## config.mk

```make
export PLATFORM = sky130hd
export DESIGN_NAME = radix_digit_formatter
export DESIGN_NICKNAME = d
export VERILOG_FILES = /design/src/rtl/rdf_pkg.sv /design/src/rtl/radix_digit_formatter.sv /design/src/rtl/rdf_divider.sv /design/src/rtl/rdf_digit_store.sv
export SDC_FILE = /design/constraint.sdc
export NUM_CORES = 1
export LEC_CHECK = 0
export ABC_CLOCK_PERIOD_IN_PS = 4030
export BUFFER_PORTS_ARGS = -buffer_cell sky130_fd_sc_hd__buf_2
export CORE_MARGIN = 4
export CORE_UTILIZATION = 25
export DETAILED_ROUTE_END_ITERATION = 16
export PLACE_DENSITY = 0.44
export SLEW_MARGIN = 5
export SYNTH_ARGS = -nofsm -noshare
export SYNTH_HDL_FRONTEND = slang
export SYNTH_HIERARCHICAL = 1
export SYNTH_SLANG_ARGS = --single-unit
export TNS_END_PERCENT = 30
```

## constraint.sdc

```tcl
create_clock -name clk -period 4.03 [get_ports clk]
set_input_delay 0.2015 -clock clk [delete_from_list [all_inputs] [get_ports clk]]
set_output_delay 0.2015 -clock clk [all_outputs]
set_load 0.005 [all_outputs]
```

## src/rtl/rdf_pkg.sv

```systemverilog
`timescale 1ns / 1ps
// ----------------------------------------------------------------------------
// rdf_pkg
// Shared types, constants and the digit-to-ASCII mapping for the radix
// digit formatter.
// ----------------------------------------------------------------------------
package rdf_pkg;

	localparam int VALUE_BITS_DEF = 31;
	localparam int RADIX_W        = 6;
	localparam int CHAR_W         = 7;

	localparam logic [RADIX_W-1:0] RADIX_MIN = 6'd2;
	localparam logic [RADIX_W-1:0] RADIX_MAX = 6'd36;
	localparam logic [RADIX_W-1:0] DEC_BASE  = 6'd10;
	localparam logic [CHAR_W-1:0]  ASCII_ZERO = 7'h30;
	localparam logic [CHAR_W-1:0]  ASCII_A    = 7'h41;
	localparam logic [CHAR_W-1:0]  ERR_CHAR   = 7'h00;

	typedef enum logic [1:0] {
		S_IDLE,
		S_DIV,
		S_RD,
		S_OUT
	} rdf_state_t;

	// status from the shared divider back to the sequencer
	typedef struct packed {
		logic               done;
		logic [RADIX_W-1:0] rem;
	} div_res_t;

	function automatic logic [CHAR_W-1:0] ascii_of(input logic [RADIX_W-1:0] d);
		logic [CHAR_W-1:0] c;
		if (d < DEC_BASE) begin
			c = ASCII_ZERO + CHAR_W'(d);
		end else begin
			c = ASCII_A + CHAR_W'(d - DEC_BASE);
		end
		return c;
	endfunction

endpackage

```

## src/rtl/radix_digit_formatter.sv

```systemverilog
`timescale 1ns / 1ps
// A bad radix gives its single result in the cycle after the request.
// Otherwise each digit comes from the bit-serial divider, then each digit
// plays out through the store read and then the output register.
// One request at a time; busy stays high until the last digit is registered.
// Reset (async, active low) returns to idle and drops the result strobe.
// ----------------------------------------------------------------------------
// radix_digit_formatter
// Converts an unsigned integer to ASCII digits in radix 2..36, most
// significant digit first, using one shared serial divider and a digit store.
// ----------------------------------------------------------------------------
module radix_digit_formatter #(
	parameter int VALUE_BITS = rdf_pkg::VALUE_BITS_DEF
) (
	input  logic                        clk,
	input  logic                        arst_n,
	input  logic                        start,
	output logic                        busy,
	input  logic [VALUE_BITS-1:0]       value,
	input  logic [rdf_pkg::RADIX_W-1:0] radix,
	output logic                        valid,
	output logic [rdf_pkg::CHAR_W-1:0]  digit_char,
	output logic                        last_digit,
	output logic                        bad_radix
);
	import rdf_pkg::*;

	localparam int IDX_W = $clog2(VALUE_BITS);
	localparam int CNT_W = $clog2(VALUE_BITS + 1);

	rdf_state_t state_q, state_d;

	logic [CNT_W-1:0]    count_q, count_d;
	logic [IDX_W-1:0]    rptr_q, rptr_d;
	logic                valid_q, valid_d;
	logic [CHAR_W-1:0]   char_q, char_d;
	logic                last_q, last_d;
	logic                bad_q, bad_d;

	logic                  accept;
	logic                  radix_ok;
	logic                  div_go;
	logic [VALUE_BITS-1:0] div_dividend;
	logic [RADIX_W-1:0]    div_divisor;
	logic [VALUE_BITS-1:0] div_quot;
	div_res_t              div_res;
	logic                  wr_en;
	logic                  rd_en;
	logic [RADIX_W-1:0]    rd_data;
	logic [CNT_W-1:0]      cnt_inc;
	logic [RADIX_W-1:0]    radix_q;

	assign busy     = (state_q != S_IDLE);
	assign accept   = start && !busy;
	assign radix_ok = radix inside {[RADIX_MIN:RADIX_MAX]};
	assign cnt_inc  = count_q + 1'b1;

	// first division takes the request value, later ones the running quotient
	assign div_dividend = (state_q == S_IDLE) ? value : div_quot;
	assign div_divisor  = (state_q == S_IDLE) ? radix : radix_q;

	rdf_divider #(
		.VALUE_BITS(VALUE_BITS)
	) u_div (
		.clk      (clk),
		.arst_n   (arst_n),
		.go       (div_go),
		.dividend (div_dividend),
		.divisor  (div_divisor),
		.quotient (div_quot),
		.res      (div_res)
	);

	always_ff @(posedge clk) begin
		if (accept) begin
			radix_q <= radix;
		end
	end

	rdf_digit_store #(
		.VALUE_BITS(VALUE_BITS)
	) u_store (
		.clk     (clk),
		.wr_en   (wr_en),
		.wr_addr (count_q[IDX_W-1:0]),
		.wr_data (div_res.rem),
		.rd_en   (rd_en),
		.rd_addr (rptr_q),
		.rd_data (rd_data)
	);

	always_ff @(posedge clk or negedge arst_n) begin
		if (!arst_n) begin
			state_q <= S_IDLE;
			count_q <= '0;
			rptr_q  <= '0;
			valid_q <= 1'b0;
		end else begin
			state_q <= state_d;
			count_q <= count_d;
			rptr_q  <= rptr_d;
			valid_q <= valid_d;
		end
	end

	always_ff @(posedge clk) begin
		char_q <= char_d;
		last_q <= last_d;
		bad_q  <= bad_d;
	end

	always_comb begin
		state_d = state_q;
		count_d = count_q;
		rptr_d  = rptr_q;
		valid_d = 1'b0;
		char_d  = char_q;
		last_d  = last_q;
		bad_d   = bad_q;
		div_go  = 1'b0;
		wr_en   = 1'b0;
		rd_en   = 1'b0;
		case (state_q)
			S_IDLE: begin
				if (accept) begin
					if (radix_ok) begin
						// divider latches radix directly; radix_q not yet loaded
						div_go  = 1'b1;
						count_d = '0;
						state_d = S_DIV;
					end else begin
						valid_d = 1'b1;
						char_d  = ERR_CHAR;
						last_d  = 1'b1;
						bad_d   = 1'b1;
					end
				end
			end
			S_DIV: begin
				if (div_res.done) begin
					wr_en   = 1'b1;
					count_d = cnt_inc;
					if (div_quot == '0 || cnt_inc == CNT_W'(VALUE_BITS)) begin
						rptr_d  = IDX_W'(count_q);
						state_d = S_RD;
					end else begin
						div_go = 1'b1;
					end
				end
			end
			S_RD: begin
				rd_en   = 1'b1;
				state_d = S_OUT;
			end
			S_OUT: begin
				valid_d = 1'b1;
				char_d  = ascii_of(rd_data);
				last_d  = (rptr_q == '0);
				bad_d   = 1'b0;
				if (rptr_q == '0) begin
					state_d = S_IDLE;
				end else begin
					rptr_d  = rptr_q - 1'b1;
					state_d = S_RD;
				end
			end
			default: begin
				state_d = S_IDLE;
			end
		endcase
	end

	assign valid      = valid_q;
	assign digit_char = char_q;
	assign last_digit = last_q;
	assign bad_radix  = bad_q;

	a_bad_is_last: assert property (@(posedge clk) disable iff (!arst_n)
		valid && bad_radix |-> last_digit)
		else $error("bad radix result without last flag");

	a_more_digits_busy: assert property (@(posedge clk) disable iff (!arst_n)
		valid && !last_digit |-> busy)
		else $error("non-final digit while sequencer idle");

	a_bad_radix_reply: assert property (@(posedge clk) disable iff (!arst_n)
		start && !busy && !radix_ok |=> valid && bad_radix && !busy)
		else $error("bad radix request not answered next cycle");

	a_count_range: assert property (@(posedge clk) disable iff (!arst_n)
		count_q <= CNT_W'(VALUE_BITS))
		else $error("digit count beyond store depth");

endmodule

```

## src/rtl/rdf_divider.sv

```systemverilog
`timescale 1ns / 1ps
// ----------------------------------------------------------------------------
// rdf_divider
// Bit-serial restoring divider: one quotient bit per cycle, remainder below
// the 6-bit divisor.
// ----------------------------------------------------------------------------
module rdf_divider #(
	parameter int VALUE_BITS = rdf_pkg::VALUE_BITS_DEF
) (
	input  logic                        clk,
	input  logic                        arst_n,
	input  logic                        go,
	input  logic [VALUE_BITS-1:0]       dividend,
	input  logic [rdf_pkg::RADIX_W-1:0] divisor,
	output logic [VALUE_BITS-1:0]       quotient,
	output rdf_pkg::div_res_t           res
);
	import rdf_pkg::*;

	localparam int IDX_W = $clog2(VALUE_BITS);

	logic [VALUE_BITS-1:0] dvd_q;
	logic [RADIX_W-1:0]    dvs_q;
	logic [RADIX_W-1:0]    rem_q;
	logic [IDX_W-1:0]      step_q;
	logic                  run_q;
	logic                  done_q;

	logic [RADIX_W:0]   rem_shift;
	logic               ge;
	logic [RADIX_W-1:0] rem_next;

	always_comb begin
		rem_shift = {rem_q, dvd_q[VALUE_BITS-1]};
		ge        = rem_shift >= {1'b0, dvs_q};
		rem_next  = ge ? RADIX_W'(rem_shift - {1'b0, dvs_q}) : RADIX_W'(rem_shift);
	end

	always_ff @(posedge clk or negedge arst_n) begin
		if (!arst_n) begin
			run_q  <= 1'b0;
			done_q <= 1'b0;
			step_q <= '0;
		end else begin
			done_q <= 1'b0;
			if (go) begin
				run_q  <= 1'b1;
				step_q <= IDX_W'(VALUE_BITS - 1);
			end else if (run_q) begin
				step_q <= step_q - 1'b1;
				if (step_q == '0) begin
					run_q  <= 1'b0;
					done_q <= 1'b1;
				end
			end
		end
	end

	always_ff @(posedge clk) begin
		if (go) begin
			dvd_q <= dividend;
			dvs_q <= divisor;
			rem_q <= '0;
		end else if (run_q) begin
			dvd_q <= {dvd_q[VALUE_BITS-2:0], ge};
			rem_q <= rem_next;
		end
	end

	assign quotient = dvd_q;
	assign res.done = done_q;
	assign res.rem  = rem_q;

endmodule

```

## src/rtl/rdf_digit_store.sv

```systemverilog
`timescale 1ns / 1ps
// ----------------------------------------------------------------------------
// rdf_digit_store
// Digit memory: one write port, one read port with registered read data.
// ----------------------------------------------------------------------------
module rdf_digit_store #(
	parameter int VALUE_BITS = rdf_pkg::VALUE_BITS_DEF
) (
	input  logic                              clk,
	input  logic                              wr_en,
	input  logic [$clog2(VALUE_BITS)-1:0]     wr_addr,
	input  logic [rdf_pkg::RADIX_W-1:0]       wr_data,
	input  logic                              rd_en,
	input  logic [$clog2(VALUE_BITS)-1:0]     rd_addr,
	output logic [rdf_pkg::RADIX_W-1:0]       rd_data
);
	import rdf_pkg::*;

	logic [RADIX_W-1:0] mem [VALUE_BITS];
	logic [RADIX_W-1:0] rd_data_q;

	always_ff @(posedge clk) begin
		if (wr_en) begin
			mem[wr_addr] <= wr_data;
		end
	end

	always_ff @(posedge clk) begin
		if (rd_en) begin
			rd_data_q <= mem[rd_addr];
		end
	end

	assign rd_data = rd_data_q;

endmodule
```

Word level (Yosys, flattened, before mapping)
Memories as Yosys holds them, arrays and structs flattened. A register that Yosys moved wholly into a read port is not among the register bits.
Index checks and enable logic that the tools add are counted.
{"block": "word_totals", "reg_bits": 78, "mem_bits_rw": 186, "inputBits": 40, "output_inout_bits": 11, "elab_cells": 103, "mem_count": 1}
{"block": "op_classes", "add_sub_neg": 7, "order_cmp": 4, "eq_ne": 11, "mux": 48, "n_reduce_logical": 18}
{"name": "u_store.mem", "words": 31, "word_bits": 6, "rd": 1, "rd_ports_with_merged_regs": 1, "write_ports": 1, "line_no": "rdf_digit_store.sv:19", "text": "logic [RADIX_W-1:0] mem [VALUE_BITS];"}
{"operator": "$mux 31", "count": 3}
{"operator": "$mux 5", "count": 8}
{"operator": "$logic_not 31->1", "count": 1}
{"operator": "$mux 7", "count": 3}
{"operator": "$pmux 5 s2", "count": 2}
{"operator": "$mux 1", "count": 19}
{"operator": "$pmux 7 s2", "count": 1}
{"operator": "$mux 6", "count": 2}
{"operator": "$reduce_and 4->1", "count": 3}
{"operator": "$logic_not 5->1", "count": 2}
{"operator": "$mux 2", "count": 5}
{"operator": "$ne 2x2->1 const B", "count": 5}
{"operator": "$reduce_bool 2->1", "count": 5}
{"operator": "$sub 5x1->5 const B", "count": 2}
{"operator": "$pmux 1 s2", "count": 4}
{"operator": "$pmux 2 s4", "count": 1}
{"operator": "$add 6x6->7 const A", "count": 1}
{"operator": "$add 7x7->7 const A", "count": 1}
{"operator": "$ge 7x6->1", "count": 1}
{"operator": "$sub 6x4->7 const B", "count": 1}
{"operator": "$ge 6x2->1 const B", "count": 1}
{"operator": "$le 6x6->1 const B", "count": 1}
{"operator": "$lt 6x4->1 const B", "count": 1}
{"operator": "$sub 6x6->6", "count": 1}
{"operator": "other kinds (11)", "count": 14}

Depth between registers and ports, before layout
{"block": "logic_depth", "word_depth": 8, "mapped_depth": 9, "ltp_nobuf": 8}

Cells and area by module
The synthesis kept the hierarchy.
{"mod": "rdf_digit_store", "n_inst": 1, "cells_per_inst": 385, "area_per_inst_um2": 7576.0, "seq_area_each_um2": 5765.5}
{"mod": "rdf_divider", "n_inst": 1, "cells_per_inst": 178, "area_per_inst_um2": 2393.5, "seq_area_each_um2": 1406.3}
{"mod": "radix_digit_formatter", "n_inst": 1, "cells_per_inst": 223, "area_per_inst_um2": 2222.1, "seq_area_each_um2": 775.7}

Worst setup path after synthesis
Ideal clock, no wire load.
{"block": "synth_timing", "path_kind": "register to register", "start": "register state_q[1]", "end": "register u_div.dvd_q[0], in the netlist u_div/quotient[0], enable pin", "setup_ps": 374, "arrival_ps": 2887, "required_ps": 3656, "setup_slack_ps": 769, "path_stages_with_launch": 10, "path_buffers": 4, "period_less_slack_ps": 3261, "path_cell_list": "dfrtp_1 > inv_1 > ha_1 > clkbuf_1 > buf_1 > nand2_1 > o22ai_1 > clkbuf_1 > buf_1 > or2_2"}
{"block": "synth_via", "elab_chain_cells": 7, "word_cells_on_any_way": 10, "classes_between": "eq/ne (2); mux (2); reduce/logical (6)"}
{"element": "start, declared", "line_no": "radix_digit_formatter.sv:31", "text": "rdf_state_t state_q, state_d;"}
{"element": "start signal, assigned", "line_no": "radix_digit_formatter.sv:99", "text": "state_q <= state_d;"}
{"element": "$reduce_bool 2->1", "line_no": "radix_digit_formatter.sv:53", "text": "assign busy = (state_q != S_IDLE);"}
{"element": "$logic_not 1->1", "line_no": "radix_digit_formatter.sv:54", "text": "assign accept = start && !busy;"}
{"element": "$logic_and 1x1->1", "line_no": "radix_digit_formatter.sv:54"}
{"element": "$mux 1", "line_no": "radix_digit_formatter.sv:125", "text": "if (accept) begin"}
{"element": "$pmux 1 s2 (*)", "line_no": "radix_digit_formatter.sv:123", "text": "case (state_q)"}
{"element": "named net div_go", "line_no": "radix_digit_formatter.sv:42", "text": "logic div_go;"}
{"element": "$ne 2x1->1 (no source line) / $reduce_bool 2->1 (equally long branches)"}
{"element": "$reduce_and 2->1 (no source line) (*)"}
{"element": "end signal, assigned", "line_no": "rdf_divider.sv:61", "text": "dvd_q <= dividend;"}
{"element": "end signal, assigned", "line_no": "rdf_divider.sv:65", "text": "dvd_q <= {dvd_q[VALUE_BITS-2:0], ge};"}
{"element": "end, declared", "line_no": "rdf_divider.sv:22", "text": "logic [VALUE_BITS-1:0] dvd_q;"}
Mark *: on every way through the listed nets, which the timed path passes. The rest lies on a longest branch.
A chain may end at the register's enable or synchronous reset.

Final worst setup path
{"block": "layout_timing", "start": "register state_q[1]", "end": "memory u_store.mem[28][5], enable pin"}
{"block": "layout_via", "elab_chain_cells": 4}
{"element": "$eq 2x1->1", "line_no": "radix_digit_formatter.sv:123"}
{"element": "$mux 1", "line_no": "radix_digit_formatter.sv:123"}
{"element": "named net wr_en", "line_no": "radix_digit_formatter.sv:47", "text": "logic wr_en;"}
{"element": "$mux 1", "line_no": "rdf_digit_store.sv:23", "text": "if (wr_en) begin"}
{"element": "$mux 1 (implied by the code)", "line_no": "rdf_digit_store.sv:24", "text": "mem[wr_addr] <= wr_data;"}
{"element": "end, declared", "line_no": "rdf_digit_store.sv:19"}
The timed path passes the listed nets, and every way through them passes these cells.

==> flow_summary_export.csv <==
group,metric,value,unit
run_status,status,"completed",
cells_and_area,diodes,0,
sta,final_max_slew_viol_count,0,
cells_and_area,drive_gt1_share,26.3,%
place,finalWeightedCongestion,0.757,
floorplanning,fp.dieH,229,µm
sta,tightest_slew,0.990,ns
sta,period_minus_slack,3.20,ns
synth,syn_inst,786,
detailed_routing,wl_met1,13.5,mm
place,dp.cells,1429,
global_route,grt_first_pass_wirelength,43.4,mm
power,ir_drop,0.000333,V
synth,ys.flop_type,"edfxtp_1",
clock_tree,numClockSinks,270,
setup_path,cp_slowest_cell,"or3b_2",
detailed_routing,vias_per_cell,4.66,
sta,fin_crit_sh,79.4,%
sta,timing.hold.ws,0.0498,ns
setup_path,cp.required,4.24,ns
global_route,grt_pass1_vias,7141,
cells_and_area,fin_cells,1493,
clock_tree,cts-root-buf,"clkbuf_16",
synth,synth-seq-area-share,65.2,%
sta,tns,0,ns
setup_path,rrSetupSlack,0.83,ns
clock_tree,h-tree-depth,1,
sta,skew,0.0108,ns
power,power.switching,3.18,mW
power,p_sw_share,31.6,%
synth,ys_async_sr_fraction,7.41,%
detailed_routing,highest_layer,"met4",
detailed_routing,remaining_drc_errors,0,
setup_path,crit_top_cell,"inv_1",
detailed_routing,via_count,6951,
power,power.leakage,4.73,nW
place,hpwl,18.4,mm
synth,yosysWarnings,6,
power,power_density,705,nW/µm²
flow_run,maxCapViolCount,0,
floorplanning,io_pins,51,
clock_tree,max-clock-path-buffers,3,
detailed_routing,routed_wl,28.4,mm
cells_and_area,layout_commonest_cell,"edfxtp_1",
sta,hold_viol,0,
detailed_routing,wl_met3,1.07,mm
floorplanning,initial_core_util,25.4,%
setup_path,slowest_delay,0.62,ns
detailed_routing,ant_nets,0,
setup_path,critical_path_class,"reg2reg",
clock_tree,clkTransAtPathRegs,0.06,ns
clock_tree,clk_latency,0.58,ns
floorplanning,die_w,229,µm
detailed_routing,drt_iter0_drc,423,
clock_tree,cts_tree,"built",
sta,max_freq,313,MHz
cells_and_area,fin_nets,914,
power,p_int,6.88,mW
place,io_buffers,50,
synth,synthTopCellsByArea,"edfxtp_1, mux2_2, mux4_2",
power,power_frac_comb,28.8,%
sta,slew_headroom,34.0,%
floorplanning,coreArea,47900,µm²
global_route,grt_antenna_before_repair,0,
power,p_seq_share,42.1,%
setup_path,critPathCaptureType,"flip-flop",
worst_hold_path,hp-class,"in2reg",
cells_and_area,area_delta_synth_final,17.1,%
setup_path,arrival,3.41,ns
cells_and_area,layout_common_cells,"edfxtp_1, mux2_2, nor2_1, buf_2, mux2i_1",
power,power_frac_clock,29.0,%
synth,synth_edf_count,244,
clock_tree,post-cts-setup-buffers,0,
synth,yosysUniqueCellTypes,66,
sta,rsz0062_at_grt,"false",
global_route,grt_overflow,0,
floorplanning,row_count,80,
synth,yosys.area.top_type_share,60.1,%
sta,setup_viol,0,
clock_tree,cts_buffers,31,
global_route,grt_max_degree,53,
setup_path,worstPathCellList,"inv_1, ha_1, nand2_1, inv_1, or3b_2, nor2_1",
detailed_routing,route.met2.wl,12.9,mm
setup_path,startpoint_type,"flip-flop",
synth,syn_area_per_cell,15.5,µm²
synth,synthesis.area,12200,µm²
detailed_routing,wl_per_cell,19.0,µm
global_route,track_usage,10.5,%
synth,ys_ff_latch,270,
floorplanning,fp.dieArea,52400,µm²
setup_path,critical_path.max_fanout,15,
synth,syn_nets,846,
synth,yosys.area.top_type,"edfxtp_1",
detailed_routing,dr.pass1.iters,5,
## power groups by stage
stage	clock, mW	sequential (mW)	combinational [mW]
global route	3.12	4.31	3.23
detailed placement	0	4.30	2.95
floorplan	0	4.21	2.09
global placement	0	4.30	2.94
finish	2.92	4.24	2.90
CTS	3.00	4.25	2.96
## layout make-up
type / instances / area (µm²)
Fill cell: 4698 / 33700
Multi-Input combinational cell: 450 / 3940
Inverter: 29 / 109
Tap cell: 615 / 769
Clock inverter: 22 / 268
Timing Repair Buffer: 72 / 433
Sequential cell: 270 / 7950
Clock buffer: 35 / 801
## worst max-delay path: cells and delay by family (launching register included)
family / cells / cell delay (ns)
simple gates: 3 / 1.53
fa+ha+maj: 1 / 0.50
flops: 1 / 0.44
buf+inv: 2 / 0.35
## stage by stage
stage | instance area [µm²] | power (mW) | setup slack (ns) | util, %
after floorplan | 12200 | 6.30 | 0.769 | -
after global placement | 13100 | 7.24 | 0.989 | 27.4
after detailed placement | 13100 | 7.25 | 0.868 | 27.4
after CTS | 14300 | 10.2 | 0.853 | 29.8
after global routing | 14300 | 10.7 | 0.602 | 29.8
final | 14300 | 10.1 | 0.831 | 29.8
## kinds of logic (layout without fill, tap and decap cells)
logic type / after synthesis / in the layout / share of synthesized area, %
AO/OA/AOI/OAI: 114 / 114 / 6.63
buffers and inverters: 66 / 158 / 2.63
adder cells (fa/ha/maj): 20 / 20 / 2.11
AND/OR/NAND/NOR: 164 / 164 / 6.81
flip-flops: 270 / 270 / 65.2
XOR/XNOR: 12 / 12 / 0.862
multiplexers: 140 / 140 / 15.8
## path summary, 6_finish.rpt
| check | from | endpoint | depth (start not counted) |
|---|---|---|---|
| max reg2reg | state_q[1]$_DFFE_PN0P_ | u_store/mem[28][5]$_DFFE_PP_ | 6 |
| max | state_q[1]$_DFFE_PN0P_ | u_store/mem[28][5]$_DFFE_PP_ | 6 |
| min | value[18] | u_div/quotient[18]$_DFFE_PP_ | 3 |
| min reg2reg | u_div/step_q[4]$_DFFE_PN0P_ | u_div/step_q[4]$_DFFE_PN0P_ | 2 |
| min in group asynchronous | arst_n | valid$_DFF_PN0_ | 2 |
| max in group asynchronous | arst_n | rptr_q[0]$_DFFE_PN0P_ | 2 |
## synth_stat cells, drive strengths merged (15+ instances only)
master,n
mux2i,36
mux4,32
buf,22
nand2,29
o21ai,32
inv,29
nor2,55
clkbuf,15
ha,19
edfxtp,244
dfrtp,20
mux2,72
## repair_timing
item / CTS / global route
resized for setup: 0 / 0
hold buffers: 7 / 0
endpoints found under the hold margin: 32 / 0
## routing by layer
| metal | up-vias | GRT usage (%) |
|---|---|---|
| li1 | 3220 | - |
| met1 | 3531 | 15.1 |
| met2 | 144 | 16.4 |
| met3 | 56 | 1.67 |
| met4 | 0 | 3.44 |
| met5 | - | 0 |
## sequential cells by signal, summed over array words and instances, names as in the netlist, 6 cells and up
name	flops
radix_q	6
u_store/mem	186
u_div/quotient	31
u_div/dvs_q	6
u_store/rd_data	6
u_div/rem_q	6
digit_char	7
(Power assumes the default switching activity.)
